**src/hdl/tpe_pkg.sv**
```systemverilog
// Types, constants and arithmetic helpers of the trilinear evaluator.
package tpe_pkg;

    localparam int TPE_WORD_BITS = 32;
    localparam int TPE_FRAC_BITS = 16;
    localparam int TPE_CFG_IDX_W = 4;
    // pair products, triple products, partial sum, rate limbs,
    // limb sum, rounding add, saturation
    localparam int TPE_LATENCY   = 7;

    typedef logic signed [TPE_WORD_BITS-1:0]   tpe_word_t;
    typedef logic signed [2*TPE_WORD_BITS-1:0] tpe_pair_t;
    typedef logic signed [TPE_WORD_BITS:0]     tpe_limb_t;
    typedef logic signed [2*TPE_WORD_BITS:0]   tpe_prod_t;

    localparam tpe_word_t TPE_WORD_MAX = {1'b0, {(TPE_WORD_BITS-1){1'b1}}};
    localparam tpe_word_t TPE_WORD_MIN = {1'b1, {(TPE_WORD_BITS-1){1'b0}}};

    typedef enum logic {
        TPE_MODE_VALUE = 1'b0,
        TPE_MODE_RATE  = 1'b1
    } tpe_mode_t;

    typedef enum logic [TPE_CFG_IDX_W-1:0] {
        TPE_REG_CONST = 4'd0,
        TPE_REG_X     = 4'd1,
        TPE_REG_Y     = 4'd2,
        TPE_REG_Z     = 4'd3,
        TPE_REG_XY    = 4'd4,
        TPE_REG_XZ    = 4'd5,
        TPE_REG_YZ    = 4'd6,
        TPE_REG_XYZ   = 4'd7
    } tpe_reg_idx_t;

    typedef struct packed {
        logic      mode;
        tpe_word_t in_x;
        tpe_word_t in_y;
        tpe_word_t in_z;
        tpe_word_t rate_x;
        tpe_word_t rate_y;
        tpe_word_t rate_z;
    } tpe_item_t;

    typedef struct packed {
        tpe_word_t result;
        logic      saturated;
    } tpe_res_t;

    // One lane: d = clin<<2F + (ca*va + cb*vb)<<F + ctri*va*vb,
    // then u*d, or d<<F when lsh is set.
    typedef struct packed {
        tpe_word_t clin;
        tpe_word_t ca;
        tpe_word_t va;
        tpe_word_t cb;
        tpe_word_t vb;
        tpe_word_t ctri;
        tpe_word_t u;
        logic      lsh;
    } tpe_lane_op_t;

    // Load enables of the pipeline stages, one per register stage.
    typedef struct packed {
        logic s1;
        logic s2;
        logic s3;
        logic s4;
        logic s5;
        logic s6;
        logic s7;
    } tpe_stage_en_t;

    function automatic int tpe_mag_bits(int frac);
        return (TPE_WORD_BITS - 1 > frac) ? TPE_WORD_BITS - 1 : frac;
    endfunction

    // width of a lane's partial derivative term
    function automatic int tpe_d_w(int frac);
        return 3 * tpe_mag_bits(frac) + 4;
    endfunction

    // width of the exact sum of all terms
    function automatic int tpe_acc_w(int frac);
        return 4 * tpe_mag_bits(frac) + 7;
    endfunction

    function automatic tpe_pair_t tpe_mul_ww(tpe_word_t a, tpe_word_t b);
        return tpe_pair_t'(a) * tpe_pair_t'(b);
    endfunction

    function automatic tpe_prod_t tpe_mul_wl(tpe_word_t a, tpe_limb_t b);
        return tpe_prod_t'(a) * tpe_prod_t'(b);
    endfunction

endpackage

```
**src/hdl/tpe_round.sv**
```systemverilog
// Final sum of the lanes, rounding to the output scale and saturation.
module tpe_round
    import tpe_pkg::*;
#(
    parameter int FRAC_BITS = TPE_FRAC_BITS
)
(
    input  logic                                   clk,
    input  tpe_stage_en_t                          en,
    input  logic signed [tpe_acc_w(FRAC_BITS)-1:0] t0,
    input  logic signed [tpe_acc_w(FRAC_BITS)-1:0] t1,
    input  logic signed [tpe_acc_w(FRAC_BITS)-1:0] t2,
    output tpe_res_t                               res
);

    localparam int W   = TPE_WORD_BITS;
    localparam int AW  = tpe_acc_w(FRAC_BITS);
    localparam int SH3 = 3 * FRAC_BITS;
    localparam int HB  = (SH3 > 0) ? SH3 - 1 : 0;
    localparam logic signed [AW-1:0] HALF = (SH3 > 0) ? (AW'(1) <<< HB) : '0;

    logic signed [AW-1:0]     sum_reg, sum_next;
    logic signed [AW-1:0]     shv;
    logic [AW-SH3-1:W-1]      hi;
    logic                     over;
    tpe_res_t                 res_reg, res_next;

    // round half up: add half an output LSB before the arithmetic shift
    assign sum_next = t0 + t1 + t2 + HALF;

    always_ff @(posedge clk)
    begin
        if (en.s6)
            sum_reg <= sum_next;
    end

    assign shv  = sum_reg >>> SH3;
    assign hi   = shv[AW-SH3-1:W-1];
    assign over = !((&hi) || !(|hi));

    always_comb
    begin
        res_next.saturated = over;
        if (!over)
            res_next.result = shv[W-1:0];
        else if (shv[AW-1])
            res_next.result = TPE_WORD_MIN;
        else
            res_next.result = TPE_WORD_MAX;
    end

    always_ff @(posedge clk)
    begin
        if (en.s7)
            res_reg <= res_next;
    end

    assign res = res_reg;

endmodule

```
**config.mk**
```make
export PLATFORM = sky130hd
export DESIGN_NAME = tpe_round
export DESIGN_NICKNAME = d
export VERILOG_FILES = /design/src/hdl/tpe_pkg.sv /design/src/hdl/tpe_round.sv
export SDC_FILE = /design/constraint.sdc
export NUM_CORES = 1
export LEC_CHECK = 0
export BUFFER_PORTS_ARGS = -buffer_cell sky130_fd_sc_hd__buf_2
export CORE_ASPECT_RATIO = 1.2
export CORE_UTILIZATION = 56
export DETAILED_ROUTE_END_ITERATION = 10
export GPL_TIMING_DRIVEN = 0
export PLACE_DENSITY_LB_ADDON = 0.1
export SLEW_MARGIN = 25
export SYNTH_ARGS = -nofsm -noshare
export SYNTH_HDL_FRONTEND = slang
export SYNTH_SLANG_ARGS = --single-unit
```
**constraint.sdc**
```tcl
create_clock -name clk -period 5.05 [get_ports clk]
set_input_delay 0.505 -clock clk [delete_from_list [all_inputs] [get_ports clk]]
set_output_delay 0.505 -clock clk [all_outputs]
set_load 0.01 [all_outputs]
```
==> impl_metrics.yaml, run 1 <==
timing:
  final.min_clock_period_ns: 4.73
  slew_viol_final: 0
  setup_viol: 0
  relSlewSlack_pct: 34.0
  fin_tns_setup_ns: 0
  hold_violations: 0
  max_clock_freq_mhz: 211
  clock_skew_ns: 0.0118
  fin_crit_sh_pct: 93.6
  rsz0062_at_grt: "false"
  tightestPinTransition_ns: 0.977
clock_network:
  cts_setup_buffers: 0
  cts_root_buffer: "clkbuf_16"
  clkTransAtPathRegs_ns: 0.06
  clock_path_buffers: 2
  insertion_delay_ns: 0.42
  cts.sinks: 116
  h-tree-depth: 4
  cts_tree: "done"
  cts_made_buffers: 17
floorplan:
  dieArea_um2: 32300
  coreArea_um2: 30700
  io_pins: 434
  num_rows: 70
  start_util_pct: 57.5
  die_w_um: 164
  die_y_um: 197
global_routing:
  antenna_found_initial: 0
  track_usage_pct: 30.6
  grt_pass1_wl_um: 77600
  grt_pass1_vias: 16300
  gr-total-overflow: 0
  grt_max_degree: 56
route:
  via_per_inst: 5.53
  post-route-drc-count: 0
  num_vias: 16500
  wire_per_inst_um: 16.6
  postRouteAntennaNets: 0
  dr.pass1.iters: 5
  drt_wl_total_um: 49300
  drt_iter0_markers: 855
synthesis:
  synth-main-ff-cell: "edfxtp_1"
  netlist_area_um2: 17700
  yosys.cell_types.count: 70
  synth_edf_count: 116
  async_flop_share_pct: 0
  ys_seq_area_share_pct: 19.7
  synth.top_cell.area_share_pct: 19.7
  synth_warnings: 0
  syn_nets: 2907
  syn-instance-count: 2121
  ys_ff_latch: 116
  synth.area.top_cells: "edfxtp_1, ha_1, fa_1, inv_1, a21oi_1"
  synth_top_cell_by_area: "edfxtp_1"
  synth_area_per_cell_um2: 8.33
setup_path:
  ff2ff_path_depth: 7
  rr_endpoint: "res[29]$_DFFE_PP_"
  r2r_slack_ns: 2.07
  cp-end-kind: "register"
  crit_type: "primary input to register"
  critPathLaunchType: "primary input"
  reg2reg_from: "sum_reg[118]$_DFFE_PP_"
  cp_max_fo: 7
  arrival_ns: 4.89
  worstPathRequired_ns: 5.21
hold_path:
  worstHoldPathType: "register to register"
  hold_start: "sum_reg[73]$_DFFE_PP_"
  min_to: "res[26]$_DFFE_PP_"
  hold_depth: 1
final_layout:
  area_growth_pct: 18.4
  largest_register_ffs: 83
  drive_gt1_share_pct: 19.0
  nNetsFinal: 3355
  diodes: 0
power_and_ir_drop:
  cellPowerDensity_nw_per_um2: 332
  p_leak_nw: 11.3
  finalPower_mw: 6.94
  peakVddDrop_mv: 0.252
placement:
  gp_congestion: 0.984
  numPortBuffers: 428
  dpl.hpwl_um: 43200
status:
  status: "complete, no violations"
job:
  maxCapViolCount: 0
## synth_stat cells (6+ instances only)
cell and number:
nand4_1 87, nor2b_1 7, and3_1 7, o21ai_0 74, nor4_1 26, a31oi_1 10
a21o_1 77, edfxtp_1 116, xnor2_1 51, o31ai_1 11, o21a_1 22, nand3_1 16
nor3_1 29, a211oi_1 10, o21bai_1 33, nor2_1 82, nand2_1 136, clkbuf_1 57
a21oi_1 190, o21ai_1 21, nand2b_1 8, inv_1 529, o41ai_1 6, xor2_1 33
fa_1 129, o211ai_1 11, ha_1 256
## metrics by stage
| step | instance area [um2] | std cells | setup WS [ns] | hold slack [ns] | utilization, % |
|---|---|---|---|---|---|
| global route | 20900 | 2978 | 0.133 | 0.530 | 68.1 |
| finish | 20900 | 2978 | 0.322 | 0.515 | 68.1 |
| floorplan | 17700 | 2121 | 1.03 | 0.495 | - |
| CTS | 20900 | 2978 | 0.0835 | 0.517 | 68.0 |
| detailed placement | 20300 | 2946 | -0.668 | 0.501 | 66.2 |
| global placement | 20300 | 2945 | -0.713 | 0.503 | 66.1 |
## critical path, stage by stage
cell and delay, ns:
buf_2 0.07, inv_1 0.09, fa_1 0.56, inv_1 0.05
ha_1 0.29, ha_1 0.48, nand4_1 0.22, nor2_1 0.21
nand4_1 0.14, a211oi_2 0.35, o211ai_1 0.25, a211oi_2 0.44
o21a_1 0.27, o211ai_1 0.23, o41ai_4 0.42, a21oi_1 0.15
xnor2_1 0.15
## report_power, final
group	total, mW	internal [mW]	switching [mW]
Sequential	1.73	1.56	0.166
Clock	1.14	0.680	0.461
Combinational	4.07	1.54	2.52
## cells in the final DEF (no fill, tap or decap), types with 5 or more instances in the layout
cell       count
a211oi_1       8
a21boi_1       5
a21o_1        77
a21oi_1      190
a31oi_1       10
and3_1         7
buf_2        432
clkbuf_1      58
clkbuf_16     17
edfxtp_1     116
fa_1         129
ha_1         256
inv_1        529
inv_6          5
nand2_1      136
nand2b_1       8
nand3_1       16
nand4_1       87
nor2_1        82
nor2b_1        7
nor3_1        28
nor4_1        26
o211ai_1      11
o21a_1        22
o21ai_0       74
o21ai_1       21
o21bai_1      33
o221ai_1       5
o31ai_1       11
o41ai_1        6
or3_1          5
xnor2_1       51
xor2_1        33
## worst max path at each step
| stage | start | end | cells past startpoint |
|---|---|---|---|
| finish | t0[29] | sum_reg[117]$_DFFE_PP_ | 17 |
| global route | t0[49] | sum_reg[99]$_DFFE_PP_ | 16 |
| CTS | t0[29] | sum_reg[129]$_DFFE_PP_ | 17 |
| detailed placement | t0[29] | sum_reg[129]$_DFFE_PP_ | 17 |
| global placement | t0[21] | sum_reg[117]$_DFFE_PP_ | 17 |
| floorplan | t0[21] | sum_reg[117]$_DFFE_PP_ | 16 |
## repair_timing
action | in CTS | in global routing
setup endpoints to repair | 3 | 2
resized for setup | 2 | 2
pin swaps | 0 | 0
gates cloned | 0 | 0
hold buffers | 0 | 0
## metal layers
metal	up-vias	global-route usage, %	wire, um
met5	-	0	0
met4	0	13.1	1970
met3	104	2.25	2070
met2	601	57.8	25900
met1	7707	34.9	19400
li1	8067	-	-
## layout make-up
class	instances	area [um2]
timing repair buffer	429	2170
tap	396	495
multi-input combinational	1413	12000
clock buffer	18	429
sequential	116	3480
clock inverter	14	125
inverter	530	1990
fill	2600	9820
buffer	62	239
## cell families after synthesis
family / synth area share [%]
compound gates: 18.9
xor+xnor: 4.16
fa+ha+maj: 32.7
buf+inv: 12.6
flops: 19.7
mux: 0.0637
simple gates: 11.8
Note: power is estimated with default switching activity, not from simulation.
==> run 2, diff against run 1 <==
--- a/config.mk
+++ b/config.mk
@@ -10,7 +10,7 @@
 export CORE_UTILIZATION = 56
 export DETAILED_ROUTE_END_ITERATION = 10
 export GPL_TIMING_DRIVEN = 0
-export PLACE_DENSITY_LB_ADDON = 0.1
+export PLACE_DENSITY = 0.94
 export SLEW_MARGIN = 25
 export SYNTH_ARGS = -nofsm -noshare
 export SYNTH_HDL_FRONTEND = slang
==> impl_metrics.yaml, run 2 (synthesized netlist as in run 1, its figures left out) <==
status:
  status: "complete, no violations"
global_routing:
  grt_pass1_vias: 17300
  track_usage_pct: 32.3
  grt_pass1_wl_um: 82100
  gr-total-overflow: 0
  grt_max_degree: 61
  antenna_found_initial: 0
placement:
  numPortBuffers: 428
  gp_congestion: 0.957
  dp_cells: 2946
  dpl_worst_slack_ns: -0.215
  dpl.hpwl_um: 45200
  placed_area_um2: 20300
floorplan:
  num_rows: 70
  dieArea_um2: 32300
  coreArea_um2: 30700
  io_pins: 434
  die_w_um: 164
  start_util_pct: 57.5
  die_y_um: 197
timing:
  relSlewSlack_pct: 50.1
  max_clock_freq_mhz: 209
  setup_viol: 0
  slew_viol_final: 0
  rsz0062_at_grt: "false"
  tightestPinTransition_ns: 0.749
  setup_slack_ns: 0.260
  hold_violations: 0
  final.min_clock_period_ns: 4.79
  fin_crit_sh_pct: 94.8
  clock_skew_ns: 0.00806
setup_path:
  cp_max_fo: 6
  arrival_ns: 4.92
  reg2reg_from: "sum_reg[118]$_DFFE_PP_"
  r2r_slack_ns: 2.18
  crit_type: "primary input to register"
  ff2ff_path_depth: 7
  worstPathRequired_ns: 5.18
  rr_endpoint: "res[28]$_DFFE_PP_"
  cp-end-kind: "register"
  critPathLaunchType: "primary input"
power_and_ir_drop:
  peakVddDrop_mv: 0.254
  switchingPower_mw: 3.20
  p_leak_nw: 11.3
  cellPowerDensity_nw_per_um2: 339
  finalPower_mw: 7.10
  comb_power_share_pct: 59.0
  pwr-share-seq_pct: 24.2
  p_int_mw: 3.89
  p_clk_share_pct: 16.8
  p_sw_share_pct: 45.1
hold_path:
  hold_start: "sum_reg[70]$_DFFE_PP_"
  worstHoldPathType: "register to register"
  min_to: "res[23]$_DFFE_PP_"
  hold_depth: 1
final_layout:
  drive_gt1_share_pct: 18.9
  nNetsFinal: 3355
  area_growth_pct: 18.6
  final_area_um2: 21000
  layout_commonest_cell: "inv_1"
  layout_common_cells: "inv_1, buf_2, ha_1"
  seqCellArea_um2: 3480
  nFillCells: 2447
  multiInputGateArea_um2: 12000
  finalNonFillerCells: 2978
  diodes: 0
  largest_register_ffs: 83
clock_network:
  h-tree-depth: 4
  cts_root_buffer: "clkbuf_16"
  cts.sinks: 116
  ctsHoldBuffers: 0
  cts_made_buffers: 17
  insertion_delay_ns: 0.41
  clkTransAtPathRegs_ns: 0.05
  cts_tree: "done"
  clock_path_buffers: 2
route:
  drt_iter0_markers: 1197
  via_per_inst: 5.67
  wire_per_inst_um: 17.4
  num_vias: 16900
  drt_wl_total_um: 51900
  post-route-drc-count: 0
  postRouteAntennaNets: 0
  dr.pass1.iters: 6
job:
  maxCapViolCount: 0
[run 2: cell count changes in the layout (fill, tap and decap cells not counted), sizes merged]
cell / change
inv: -5
clkbuf: -1
bufinv: +2
clkinvlp: +4
[run 2: routing by layer]
| metal | vias up | routed length (um) | global-route usage [%] |
|---|---|---|---|
| met3 | 162 | 2840 | 2.90 |
| met4 | 0 | 2440 | 15.7 |
| li1 | 8052 | - | - |
| met1 | 7900 | 20000 | 36.9 |
| met2 | 784 | 26600 | 59.6 |
| met5 | - | 0 | 0 |
[run 2: what timing repair did]
action / CTS / global route
resized for setup: 0 / 2
buffers inserted: 0 / 0
setup endpoints to repair: 0 / 2
endpoints found under the hold margin: 0 / 0
[run 2: worst max-delay path, cell delays in order]
cell	delay [ns]
buf_2	0.07
inv_1	0.05
fa_1	0.56
inv_1	0.05
ha_1	0.33
ha_1	0.42
a21oi_1	0.25
o21ai_0	0.14
a21oi_1	0.22
o31ai_1	0.10
a221oi_1	0.60
a21oi_1	0.19
nor3_1	0.57
o31ai_1	0.21
a21boi_1	0.35
o21ai_1	0.14
xor2_1	0.17
[run 2: worst max path at each step]
stage	from	endpoint	cells past startpoint
after CTS	t0[20]	sum_reg[117]$_DFFE_PP_	17
after detailed placement	t0[20]	sum_reg[117]$_DFFE_PP_	17
after floorplan	t0[21]	sum_reg[117]$_DFFE_PP_	16
after global placement	t0[20]	sum_reg[117]$_DFFE_PP_	17
final	t0[28]	sum_reg[123]$_DFFE_PP_	17
after global routing	t0[36]	sum_reg[123]$_DFFE_PP_	17
[run 2: power by group through the flow]
| stage | sequential, mW | combinational (mW) | clock (mW) |
|---|---|---|---|
| floorplan | 1.70 | 2.80 | 0 |
| global placement | 1.71 | 3.98 | 0 |
| detailed placement | 1.73 | 4.06 | 0 |
| CTS | 1.72 | 4.11 | 1.20 |
| global route | 1.75 | 4.63 | 1.24 |
| finish | 1.72 | 4.19 | 1.19 |
[run 2: through the flow]
stage | setup TNS (ns) | hold WS [ns] | util, %
finish | 0 | 0.516 | 68.2
floorplan | 0 | 0.495 | -
detailed placement | -0.580 | 0.501 | 66.2
CTS | 0 | 0.513 | 68.1
global placement | -0.517 | 0.501 | 66.1
global route | 0 | 0.521 | 68.2
[run 2: layout make-up]
cell class              count  share of cell area (%)
multi-input cells        1413                    57.2
clock inverters            15                   0.788
repair buffers            429                    10.4
flip-flops and latches    116                    16.6
inverters                 530                    9.49
well taps                 396                    2.36
clock buffers              17                    2.03
plain buffers              62                    1.14
